<file path="config.mk">
export PLATFORM = sky130hd
export DESIGN_NAME = halo_site_index_map
export DESIGN_NICKNAME = d
export VERILOG_FILES = /design/src/rtl/core/hsim_pkg.sv /design/src/rtl/core/halo_site_index_map.sv
export SDC_FILE = /design/constraint.sdc
export NUM_CORES = 2
export LEC_CHECK = 0
export BUFFER_PORTS_ARGS = -buffer_cell sky130_fd_sc_hd__buf_2
export CAP_MARGIN = 5
export CELL_PAD_IN_SITES_DETAIL_PLACEMENT = 2
export CELL_PAD_IN_SITES_GLOBAL_PLACEMENT = 2
export CORE_AREA = 2 2 376 378
export CTS_CLUSTER_SIZE = 14
export DETAILED_ROUTE_END_ITERATION = 16
export DIE_AREA = 0 0 378 380
export PLACE_DENSITY = 0.92
export SLEW_MARGIN = 5
export SYNTH_ARGS = -nofsm -noshare
export SYNTH_HDL_FRONTEND = slang
export SYNTH_SLANG_ARGS = --single-unit
</file>
<file path="constraint.sdc">
create_clock -name i_clk -period 7.3 [get_ports i_clk]
set_input_delay 1.46 -clock i_clk [delete_from_list [all_inputs] [get_ports i_clk]]
set_output_delay 1.46 -clock i_clk [all_outputs]
set_load 0.01 [all_outputs]
</file>
<file path="src/rtl/core/hsim_pkg.sv">
// ----------------------------------------------------------------------------
// hsim_pkg - shared definitions for the halo site index map
// Field widths, register indexes, stage payload types and the halo offset.
// ----------------------------------------------------------------------------
package hsim_pkg;

    localparam int HALO        = 4;

    // field widths
    localparam int CRD_W       = 11;
    localparam int SPN_W       = 11;
    localparam int GST_W       = 7;
    localparam int CNT_W       = 26;
    localparam int SITE_W      = 26;

    // stream and config port widths
    localparam int IN_TDATA_W  = 40;
    localparam int OUT_TDATA_W = 32;
    localparam int CFG_IDX_W   = 3;
    localparam int CFG_DATA_W  = 26;

    // signed datapath widths
    localparam int CS_W        = CRD_W + 2;          // coord minus halo plus ghost
    localparam int HF_W        = CS_W - 1;           // halved coordinate
    localparam int WID_W       = SPN_W + 2;          // span plus both ghost layers
    localparam int SPS_W       = SPN_W + 1;          // span as signed operand
    localparam int M1_W        = HF_W + WID_W;
    localparam int M3_W        = HF_W + SPS_W;
    localparam int M5_W        = M1_W - 1 + WID_W;
    localparam int M6_W        = M3_W + SPS_W;

    typedef logic [CFG_IDX_W-1:0] t_cfg_idx;

    localparam t_cfg_idx CFG_SPAN_X  = 3'd0;
    localparam t_cfg_idx CFG_SPAN_Y  = 3'd1;
    localparam t_cfg_idx CFG_SPAN_Z  = 3'd2;
    localparam t_cfg_idx CFG_GHOST_X = 3'd3;
    localparam t_cfg_idx CFG_GHOST_Y = 3'd4;
    localparam t_cfg_idx CFG_GHOST_Z = 3'd5;
    localparam t_cfg_idx CFG_LOCAL_N = 3'd6;

    // after region decode: index = p + q*w1 + ((r*w1)/2)*w2 - u*sx - ((v*sx)*sy)/2, plus local count if add_nl
    typedef struct packed {
        logic signed [CS_W-1:0]  p;
        logic signed [HF_W-1:0]  q;
        logic signed [HF_W-1:0]  r;
        logic signed [WID_W-1:0] w1;
        logic signed [WID_W-1:0] w2;
        logic signed [HF_W-1:0]  u;
        logic signed [HF_W-1:0]  v;
        logic                    inner;
        logic                    add_nl;
    } t_s1;

    typedef struct packed {
        logic signed [CS_W-1:0]  p;
        logic signed [WID_W-1:0] w2;
        logic                    add_nl;
        logic signed [M1_W-1:0]  m1;
        logic signed [M1_W-1:0]  m2;
        logic signed [M3_W-1:0]  m3;
        logic signed [M3_W-1:0]  m4;
    } t_s2;

    typedef struct packed {
        logic signed [M5_W-1:0] m5;
        logic signed [M6_W-1:0] m6;
    } t_s3;

endpackage

</file>
<file path="src/rtl/core/halo_site_index_map.sv">
// ----------------------------------------------------------------------------
// halo_site_index_map - flat site index of a halo-padded lattice coordinate
// Classifies (x, y, z) into halo, ghost or interior region and evaluates the
// region's index formula in a four-stage multiply/add pipeline.
// ----------------------------------------------------------------------------
// Each input beat is registered in stages 1 to 4 before it leaves as an output beat.
// Throughput: one beat per cycle unless the output stalls; each stage holds one item and
//   moves up whenever the stage after it is empty or moving, so bubbles are squeezed out.
// Reset: clears all stage valid bits and loads spans 64, ghosts 8,
//   local count 0; no clearing pass, the block accepts beats right after reset.
module halo_site_index_map #(
    parameter int MAX_SPAN   = 1024,
    parameter int INDEX_BITS = 26
) (
    input  logic                             i_clk,
    input  logic                             i_rst_n,
    // configuration write port
    input  logic                             i_cfg_wr_en,
    input  logic [hsim_pkg::CFG_IDX_W-1:0]   i_cfg_index,
    input  logic [hsim_pkg::CFG_DATA_W-1:0]  i_cfg_data,
    // coordinate stream
    input  logic                             i_s_axis_tvalid,
    output logic                             o_s_axis_tready,
    input  logic [hsim_pkg::IN_TDATA_W-1:0]  i_s_axis_tdata,  // coord_x, coord_y, coord_z, pad
    // site index stream
    output logic                             o_m_axis_tvalid,
    input  logic                             i_m_axis_tready,
    output logic [hsim_pkg::OUT_TDATA_W-1:0] o_m_axis_tdata   // site_index, pad
);
    import hsim_pkg::*;

    // ------------------------------------------------------------------ config
    logic [SPN_W-1:0] r_span_x, r_span_y, r_span_z;
    logic [GST_W-1:0] r_ghost_x, r_ghost_y, r_ghost_z;
    logic [CNT_W-1:0] r_local_count;

    always_ff @(posedge i_clk) begin
        if (!i_rst_n) begin
            r_span_x      <= SPN_W'(64);
            r_span_y      <= SPN_W'(64);
            r_span_z      <= SPN_W'(64);
            r_ghost_x     <= GST_W'(8);
            r_ghost_y     <= GST_W'(8);
            r_ghost_z     <= GST_W'(8);
            r_local_count <= '0;
        end else if (i_cfg_wr_en) begin
            unique case (i_cfg_index)
                CFG_SPAN_X:  r_span_x      <= i_cfg_data[SPN_W-1:0];
                CFG_SPAN_Y:  r_span_y      <= i_cfg_data[SPN_W-1:0];
                CFG_SPAN_Z:  r_span_z      <= i_cfg_data[SPN_W-1:0];
                CFG_GHOST_X: r_ghost_x     <= i_cfg_data[GST_W-1:0];
                CFG_GHOST_Y: r_ghost_y     <= i_cfg_data[GST_W-1:0];
                CFG_GHOST_Z: r_ghost_z     <= i_cfg_data[GST_W-1:0];
                CFG_LOCAL_N: r_local_count <= i_cfg_data[CNT_W-1:0];
                default: ;
            endcase
        end
    end

    function automatic logic [SPN_W-1:0] sat_span(input logic [SPN_W-1:0] s);
        logic [SPN_W-1:0] res;
        if (32'(s) > MAX_SPAN) res = SPN_W'(MAX_SPAN);
        else                   res = s;
        return res;
    endfunction

    logic [SPN_W-1:0]        sx, sy, sz;
    logic signed [SPS_W-1:0] sxs, sys;

    assign sx  = sat_span(r_span_x);
    assign sy  = sat_span(r_span_y);
    assign sz  = sat_span(r_span_z);
    assign sxs = $signed({1'b0, sx});
    assign sys = $signed({1'b0, sy});

    // ------------------------------------------------------------ stage flow
    logic r_v1, r_v2, r_v3, r_v4;
    logic en1, en2, en3, en4;

    assign en4 = !r_v4 || i_m_axis_tready;
    assign en3 = !r_v3 || en4;
    assign en2 = !r_v2 || en3;
    assign en1 = !r_v1 || en2;

    assign o_s_axis_tready = en1;
    assign o_m_axis_tvalid = r_v4;

    always_ff @(posedge i_clk) begin
        if (!i_rst_n) begin
            r_v1 <= 1'b0;
            r_v2 <= 1'b0;
            r_v3 <= 1'b0;
            r_v4 <= 1'b0;
        end else begin
            if (en1) r_v1 <= i_s_axis_tvalid;
            if (en2) r_v2 <= r_v1;
            if (en3) r_v3 <= r_v2;
            if (en4) r_v4 <= r_v3;
        end
    end

    // ------------------------------------------- stage 1: region and operands
    t_s1 n_s1, r_s1;

    always_comb begin
        logic [CRD_W-1:0]        x, y, z, ym4, zm4;
        logic signed [CS_W-1:0]  xs, ys, zs, tx, ty, tz, cx, cy, cz;
        logic signed [HF_W-1:0]  x1, y1, z1, ay, az, iy1, iz1;
        logic [WID_W-2:0]        wx, wy;
        logic                    below, top, front, back, left, right;

        x = i_s_axis_tdata[CRD_W-1:0];
        y = i_s_axis_tdata[2*CRD_W-1:CRD_W];
        z = i_s_axis_tdata[3*CRD_W-1:2*CRD_W];

        xs = $signed({{(CS_W-CRD_W){1'b0}}, x});
        ys = $signed({{(CS_W-CRD_W){1'b0}}, y});
        zs = $signed({{(CS_W-CRD_W){1'b0}}, z});

        tx = xs - CS_W'(HALO) + $signed({{(CS_W-GST_W){1'b0}}, r_ghost_x});
        ty = ys - CS_W'(HALO) + $signed({{(CS_W-GST_W){1'b0}}, r_ghost_y});
        tz = zs - CS_W'(HALO) + $signed({{(CS_W-GST_W){1'b0}}, r_ghost_z});

        // halve toward zero: bump negatives by one, then drop the lsb
        cx = tx + $signed({{(CS_W-1){1'b0}}, tx[CS_W-1]});
        cy = ty + $signed({{(CS_W-1){1'b0}}, ty[CS_W-1]});
        cz = tz + $signed({{(CS_W-1){1'b0}}, tz[CS_W-1]});
        x1 = cx[CS_W-1:1];
        y1 = cy[CS_W-1:1];
        z1 = cz[CS_W-1:1];

        ay = y1 - $signed({{(HF_W-GST_W+1){1'b0}}, r_ghost_y[GST_W-1:1]});
        az = z1 - $signed({{(HF_W-GST_W+1){1'b0}}, r_ghost_z[GST_W-1:1]});

        // interior coordinates are never below the halo
        ym4 = y - CRD_W'(HALO);
        zm4 = z - CRD_W'(HALO);
        iy1 = $signed({{(HF_W-CRD_W+1){1'b0}}, ym4[CRD_W-1:1]});
        iz1 = $signed({{(HF_W-CRD_W+1){1'b0}}, zm4[CRD_W-1:1]});

        wx = {1'b0, sx} + {{(WID_W-GST_W-2){1'b0}}, r_ghost_x, 1'b0};
        wy = {1'b0, sy} + {{(WID_W-GST_W-2){1'b0}}, r_ghost_y, 1'b0};

        below = z < CRD_W'(HALO);
        top   = {1'b0, z} >= ({1'b0, sz} + (SPN_W+1)'(HALO));
        front = y < CRD_W'(HALO);
        back  = {1'b0, y} >= ({1'b0, sy} + (SPN_W+1)'(HALO));
        left  = x < CRD_W'(HALO);
        right = {1'b0, x} >= ({1'b0, sx} + (SPN_W+1)'(HALO));

        n_s1.p      = $signed({x1, x[0]});
        n_s1.q      = y1;
        n_s1.r      = z1;
        n_s1.w1     = $signed({1'b0, wx});
        n_s1.w2     = $signed({1'b0, wy});
        n_s1.u      = '0;
        n_s1.v      = '0;
        n_s1.inner  = 1'b0;
        n_s1.add_nl = 1'b1;

        if (below) begin
            n_s1.add_nl = 1'b1;
        end else if (top) begin
            n_s1.add_nl = 1'b0;
        end else if (front) begin
            n_s1.v = az;
        end else if (back) begin
            n_s1.v = az + HF_W'(1);
        end else if (left) begin
            n_s1.u = ay;
            n_s1.v = az;
        end else if (right) begin
            n_s1.u = ay + HF_W'(1);
            n_s1.v = az;
        end else begin
            n_s1.p      = xs - CS_W'(HALO);
            n_s1.q      = iy1;
            n_s1.r      = iz1;
            n_s1.w1     = $signed({{(WID_W-SPN_W){1'b0}}, sx});
            n_s1.w2     = $signed({{(WID_W-SPN_W){1'b0}}, sy});
            n_s1.inner  = 1'b1;
            n_s1.add_nl = 1'b0;
        end
    end

    always_ff @(posedge i_clk) begin
        if (en1) r_s1 <= n_s1;
    end

    // ------------------------------------------------ stage 2: first products
    t_s2 n_s2, r_s2;

    always_comb begin
        n_s2.p      = r_s1.p;
        n_s2.w2     = r_s1.w2;
        n_s2.add_nl = r_s1.add_nl;
        n_s2.m1     = M1_W'(r_s1.q) * M1_W'(r_s1.w1);
        n_s2.m2     = M1_W'(r_s1.r) * M1_W'(r_s1.w1);
        n_s2.m3     = M3_W'(r_s1.u) * M3_W'(sxs);
        n_s2.m4     = M3_W'(r_s1.v) * M3_W'(sxs);
    end

    always_ff @(posedge i_clk) begin
        if (en2) r_s2 <= n_s2;
    end

    // ----------------------------------- stage 3: second products, partial sum
    t_s3                   n_s3, r_s3;
    logic [INDEX_BITS-1:0] n_part, r_part;

    always_comb begin
        logic signed [M1_W-1:0] c2;
        logic signed [M1_W-2:0] h2;
        logic [INDEX_BITS-1:0]  nl;

        c2 = r_s2.m2 + $signed({{(M1_W-1){1'b0}}, r_s2.m2[M1_W-1]});
        h2 = c2[M1_W-1:1];
        nl = r_s2.add_nl ? INDEX_BITS'(r_local_count) : '0;

        n_s3.m5 = M5_W'(h2) * M5_W'(r_s2.w2);
        n_s3.m6 = M6_W'(r_s2.m4) * M6_W'(sys);
        n_part  = INDEX_BITS'(r_s2.p) + INDEX_BITS'(r_s2.m1)
                - INDEX_BITS'(r_s2.m3) + nl;
    end

    always_ff @(posedge i_clk) begin
        if (en3) begin
            r_s3   <= n_s3;
            r_part <= n_part;
        end
    end

    // ------------------------------------------------- stage 4: final sum
    logic [SITE_W-1:0] n_site, r_site;

    always_comb begin
        logic signed [M6_W-1:0] c6;
        logic signed [M6_W-2:0] h6;
        logic [INDEX_BITS-1:0]  sum;

        c6  = r_s3.m6 + $signed({{(M6_W-1){1'b0}}, r_s3.m6[M6_W-1]});
        h6  = c6[M6_W-1:1];
        sum = r_part + INDEX_BITS'(r_s3.m5) - INDEX_BITS'(h6);
        n_site = SITE_W'(sum);
    end

    always_ff @(posedge i_clk) begin
        if (en4) r_site <= n_site;
    end

    assign o_m_axis_tdata = {{(OUT_TDATA_W-SITE_W){1'b0}}, r_site};

    // ------------------------------------------------------------ assertions
    a_accept_lands: assert property (@(posedge i_clk) disable iff (!i_rst_n)
        (i_s_axis_tvalid && o_s_axis_tready) |=> r_v1)
        else $error("accepted beat did not reach stage 1");

    a_stall_holds: assert property (@(posedge i_clk) disable iff (!i_rst_n)
        (r_v3 && !en4) |=> (r_v3 && $stable(r_part) && $stable(r_s3)))
        else $error("stage 3 item changed during stall");

    a_full_backpressure: assert property (@(posedge i_clk) disable iff (!i_rst_n)
        !o_s_axis_tready |-> (r_v1 && r_v2 && r_v3 && r_v4))
        else $error("input stalled with a bubble in the pipeline");

    a_inner_no_fix: assert property (@(posedge i_clk) disable iff (!i_rst_n)
        (r_v1 && r_s1.inner) |-> (r_s1.u == '0 && r_s1.v == '0 && !r_s1.add_nl))
        else $error("interior site carries a ghost correction");

endmodule
</file>
# Word-level counts from Yosys, hierarchy flattened
# Cells that the tools add are included.
[totals] out_inout_bits=34 in_bits=74 elab_cells=118 register_bits=411
[op_classes] n_addsub=27 muxes=19 multipliers=6 n_eq_ne=6 n_reduce_logical=19 n_lt_le_gt_ge=9
[ops] op="2-to-1 mux 88 bit" n=2
[ops] op="2-to-1 mux 75 bit" n=2
[ops] op="2-to-1 mux 63 bit" n=2
[ops] op="adder 26 bit" n=2
[ops] op="subtractor 26 bit" n=2
[ops] op="multiplier 12 x 13 -> 25 bit" n=2
[ops] op="multiplier 12 x 12 -> 24 bit" n=2
[ops] op="2-to-1 mux 24 bit" n=2
[ops] op="adder 13 x 2 -> 13 bit" n=3
[ops] op="adder 11 x 3 -> 12 bit, second input constant" n=3
[ops] op="greater-or-equal comparator 11 x 12 -> 1 bit" n=3
[ops] op="multiplier 24 x 12 -> 36 bit" n=1
[ops] op="subtractor 11 x 3 -> 12 bit, second input constant" n=3
[ops] op="> comparator 11 bit, second input constant" n=3
[ops] op="less-than comparator 11 x 3 -> 1 bit, second input constant" n=3
[ops] op="2-to-1 mux 11 bit" n=3
[ops] op="adder 27 x 2 -> 27 bit" n=1
[ops] op="adder 12 x 8 -> 13 bit" n=2
[ops] op="adder 13 x 25 -> 26 bit" n=1
[ops] op="multiplier 24 x 13 -> 26 bit" n=1
[ops] op="2-to-1 mux 26 bit" n=1
[ops] op="adder 25 x 2 -> 25 bit" n=1
[ops] op="adder 11 x 8 -> 12 bit" n=2
[ops] op="adder 12 x 2 -> 12 bit, second input constant" n=2
[ops] op="16 further kinds" n=37

# Depth between registers and ports, before layout
[logic_depth] ltp_word=11 depth_mapped=28 mapped_depth_nobuf=27

# Worst setup path after synthesis
# OpenSTA, ideal clock, no wires.
[synth_timing] path_type="input -> register" from="input port i_s_axis_tdata[13] (netlist bit)" to="register r_s1[24] (netlist bit) (data pin)" n_path_buf=0 arrival_ps=6153 required_ps=7154 setup_slack_ps=1001 setup_ps=146 cell_stages=25 cell_sequence="inv_1 > ha_1 > xor2_1 > ha_1 > o21a_1 > o31a_1 > o31ai_2 > a21o_2 > and3_1 > ha_1 > nand2_1 > nor3_1 > xor2_1 > ha_1 > o21a_1 > o31a_1 > or3_1 > a21oi_1 > nand3_1 > mux2_2 > a211o_2 > a21boi_1 > o21ai_1 > or3_1 > a21oi_1"
[synth_between] elab_chain_len=7 elab_cells_between_ends=10 classes_between="add/sub: 5; order compare: 2; mux: 2; reduce/logical: 1"
[synth_rtl] item="from (decl)" line="halo_site_index_map.sv:24" rtl="input logic [hsim_pkg::IN_TDATA_W-1:0] i_s_axis_tdata,"
[synth_rtl] item="subtractor 11 x 3 -> 12 bit" line="halo_site_index_map.sv:121" rtl="ty = ys - CS_W'(HALO) + $signed({{(CS_W-GST_W){1'b0}}, r_ghost_y});"
[synth_rtl] item="adder 12 x 8 -> 13 bit" line="halo_site_index_map.sv:121"
[synth_rtl] item="adder 13 x 2 -> 13 bit" line="halo_site_index_map.sv:126" rtl="cy = ty + $signed({{(CS_W-1){1'b0}}, ty[CS_W-1]});"
[synth_rtl] item="subtractor 12 x 7 -> 12 bit" line="halo_site_index_map.sv:132" rtl="ay = y1 - $signed({{(HF_W-GST_W+1){1'b0}}, r_ghost_y[GST_W-1:1]});"
[synth_rtl] item="adder 12 x 2 -> 12 bit" line="halo_site_index_map.sv:173" rtl="n_s1.u = ay + HF_W'(1);"
[synth_rtl] item="2-to-1 mux 24 bit" line="halo_site_index_map.sv:172" rtl="end else if (right) begin"
[synth_rtl] item="2-to-1 mux 24 bit" line="halo_site_index_map.sv:169" rtl="end else if (left) begin"
[synth_rtl] item="to (signal assigned)" line="halo_site_index_map.sv:187" rtl="if (en1) r_s1 <= n_s1;"
[synth_rtl] item="to (decl)" line="halo_site_index_map.sv:103" rtl="t_s1 n_s1, r_s1;"
# Several ways; a longest one is shown, not always the timed one.
# A chain may end at the register's enable or synchronous reset.

==> implementation parameters <==
Parameter                              Value

Worst setup path
  End of the critical path    r_s2[20]
  Critical path arrival    slightly above 9 ns
  Delay contributed by the slowest stage of the critical path    0.89 ns
  Worst Reg2Reg Path Length in Cells    28
  Crit path depth    28
  Crit-path max FO    25
  Master of the slowest instance on the critical path    sky130_fd_sc_hd__o21ai_1
  Largest delay share family, worst path    compound AO/OA/AOI/OAI gates
  R2r endpoint    r_s2[20]
  Kind of launch point of the worst setup path    flop
  Classification of the worst setup path    reg -> reg
  Buffering stage count on the worst path with inverters included    7
  RR Startpoint    r_span_x[5]
  CP Data Required Time    7.75 ns
  Flop-to-flop setup slack    -1.41 ns
  Worst setup EP type    flop
  Cell type with the highest occurrence count on the critical path    sky130_fd_sc_hd__inv_1
  Timing startpoint of the critical path    r_span_x[5]

Route
  Uppermost signal routing layer after detailed routing    met5
  Post-route DRC    0
  Vias per cell    7.202
  Routed length on met3    approximately 60000 um
  Antenna viol nets, final    0
  Detail Route met2 WL    165700 um
  Vias after detailed routing    between 60000 and 70000
  Avg WL per Cell    47.67 um
  Routed wire length    402400 um
  TritonRoute pass-1 iters    9
  DRC marker count from the first detailed-route iteration    9163
  Wire length the detailed router placed on met1    120400 um

Place
  Cell Area, Placed    62500 sq um
  Post-placement worst setup slack    -0.3995 ns
  Count of input and output buffers    94
  DPL Wire Length    approximately 210000 um
  Routability-driven placement congestion ratio    0.8955
  Dpl cells    8221

Die
  Boundary Pins    108
  Die footprint    ~140000 sq um
  Placeable Area    139200 sq um
  Number of cell rows    ~140
  Overall die height    380 um
  Initial Util    42.90%
  Die X-Extent    approximately 380 um

Global route
  Total global-route track usage    a little under half
  Global-route wire length before repair    481800 um
  Total grt overflow    0
  Via count of the first global-routing pass    63720
  Antenna violations before repair    59
  Pin count of the biggest net entering global routing    85

Synth
  Number of distinct library cells after synthesis    95
  Top cell type's share of synthesized area    about a third
  Ys flop type    sky130_fd_sc_hd__edfxtp_1
  Async set-or-reset flop fraction in the synthesized netlist    0%
  Area contributors post-synth    sky130_fd_sc_hd__fa_1 32%, sky130_fd_sc_hd__edfxtp_1 16%, sky130_fd_sc_hd__ha_1 11%
  Netlist Area Pre-Place    59720 sq um
  Sequential-to-total area share from yosys stat    18.71%
  Post-synth top area cell    sky130_fd_sc_hd__fa_1
  Number of enable-type register cells in the synthesized netlist    316
  Number of standard cells after synthesis    about 6400
  Number of warning messages in the yosys log    0
  Count of state elements after synthesis    400
  Per-instance average area after synthesis    roughly 9.4 sq um

Timing
  Slew at the pin closest to its max-slew limit    around 1.6 ns
  Minimum clock period after layout    approximately 8.7 ns
  Max-slew headroom    -7.549%
  Max Transition Viols Final    45
  Final number of setup-violating endpoints    70
  Total Negative Setup Slacks    -30.20 ns
  Clock tree skew after final layout    0.05522 ns
  RSZ-0062 raised after global routing    true
  Tightest hold margin    between 0.4 and 0.5 ns
  Slack of the critical path    -1.412 ns
  Maximum operating frequency    between 0.1 and 0.15 GHz
  Final cycle utilization of the critical path    119.3%
  Hold violation count in the final report    0

Pwr
  Leakage    31.86 nW
  PnR Total Power    23.91 mW
  Maximum resistive drop on vdd    0.4978 mV
  Power per cell area    between 300 and 400 nW/um^2

Run status
  Result of the run    finished with violations
  Failing checks    max-capacitance violations, max-slew violations, negative setup slack

Clock network
  Buffers from clock root to sink, at most    3
  Number of CTS-inserted buffers    51
  Number of sinks handled by clock tree synthesis    400
  Clk Tree Root Cell    sky130_fd_sc_hd__clkbuf_16
  Latest clock arrival within the worst-skew pair    approximately 0.75 ns
  Hold bufs inserted after CTS    0
  H-tree depth    2
  CTS tree    done
  Clock transition time at the flip-flop clock pins of the worst setup and hold paths    ~0.09 ns

Cells and area
  Final cell area excluding filler cells    65980 sq um
  Fraction of the core area covered by cells at the end of the flow    47.41%
  Area growth from synthesis to final layout    10.50%
  Layout Nets    8040
  Most frequent standard cell in the layout excluding fill and tap cells    sky130_fd_sc_hd__inv_1
  Final standard cell count with taps included and fillers excluded    between 8000 and 9000
  Layout cell share with drive strength beyond 1    8.893%
  Commonest non-fill, non-tap cells in the layout    1229 x sky130_fd_sc_hd__inv_1, 929 x sky130_fd_sc_hd__fa_1, 887 x sky130_fd_sc_hd__nand2_1

Worst hold path
  Worst hold path type    reg -> reg

Run
  Max Cap Viol    3
==> synthesized netlist by cell type (all sizes together) (84+ instances only) <==
library cell / instances
dfxtp: 84
fa: 945
a21oi: 169
ha: 542
edfxtp: 316
o21ai: 126
nor2: 213
clkbuf: 222
and2: 479
inv: 1236
nand2: 898
xnor2: 245
xor2: 110
==> routing by layer <==
layer / vias up / track usage [%]
li1: 20083 / -
met1: 29445 / 49.65
met2: 7497 / 73.32
met3: 3704 / 15.26
met4: 56 / 44.66
met5: - / 0.8086
==> repair_timing <==
item | in CTS | in global routing
pin swaps | 4 | 36
buffers inserted | 3 | 77
cloned | 0 | 0
endpoints found under the setup margin | 26 | 43
resized for setup | 46 | 163
==> state kept, by name (all words and copies together) (netlist names) <==
register,flops
r_v3,1
r_local_count,26
r_ghost_z,7
r_span_y,11
n_s2,26
r_ghost_x,7
r_part,26
r_s1,60
r_v2,1
r_v1,1
r_s2,124
r_span_z,11
r_s3,54
r_span_x,11
r_ghost_y,7
o_m_axis_tvalid,1
r_site,26
==> final cells by class <==
cell class	count	area [sq um]
tap	1876	2347
clock inverter	36	366.6
multi-input combinational	4514	43910
antenna	42	105.1
inverter	1236	4646
timing repair buffer	276	2024
sequential	400	11170
fill	14707	73200
clock buffer	60	1414
==> worst register-to-register path: cells and delay by family, from the launching register on <==
kind | cells | cell delay, ns
fa+ha+maj | 6 | 2.28
flops | 1 | 0.42
simple gates | 4 | 1.32
compound gates | 10 | 3.27
xor+xnor | 1 | 0.18
buf+inv | 7 | 0.97
==> cell families (layout without fill, tap and decap cells) <==
logic type	Yosys count	in the layout	share of synthesized area [%]
compound gates	646	646	7.048
xor+xnor	356	356	5.270
fa+ha+maj	1487	1487	43.04
buf+inv	1478	1608	9.351
flops	400	400	18.71
mux	15	15	0.2703
other cells	1	50	0.006280
simple gates	2002	2002	16.31
==> how the worst min path moves through the flow <==
stage	from	to	cells past startpoint
after floorplan	n_s2[100]	r_s2[100]	0
after global placement	n_s2[110]	r_s2[110]	0
after detailed placement	n_s2[120]	r_s2[120]	0
after CTS	n_s2[106]	r_s2[106]	0
after global routing	n_s2[113]	r_s2[113]	0
final	n_s2[113]	r_s2[113]	0
==> power by group <==
part	total (mW)	internal, mW	switching, mW
registers	4.06	3.41	0.655
clock network	3.08	1.55	1.53
logic	16.8	5.37	11.4
(Power assumes the default switching activity.)
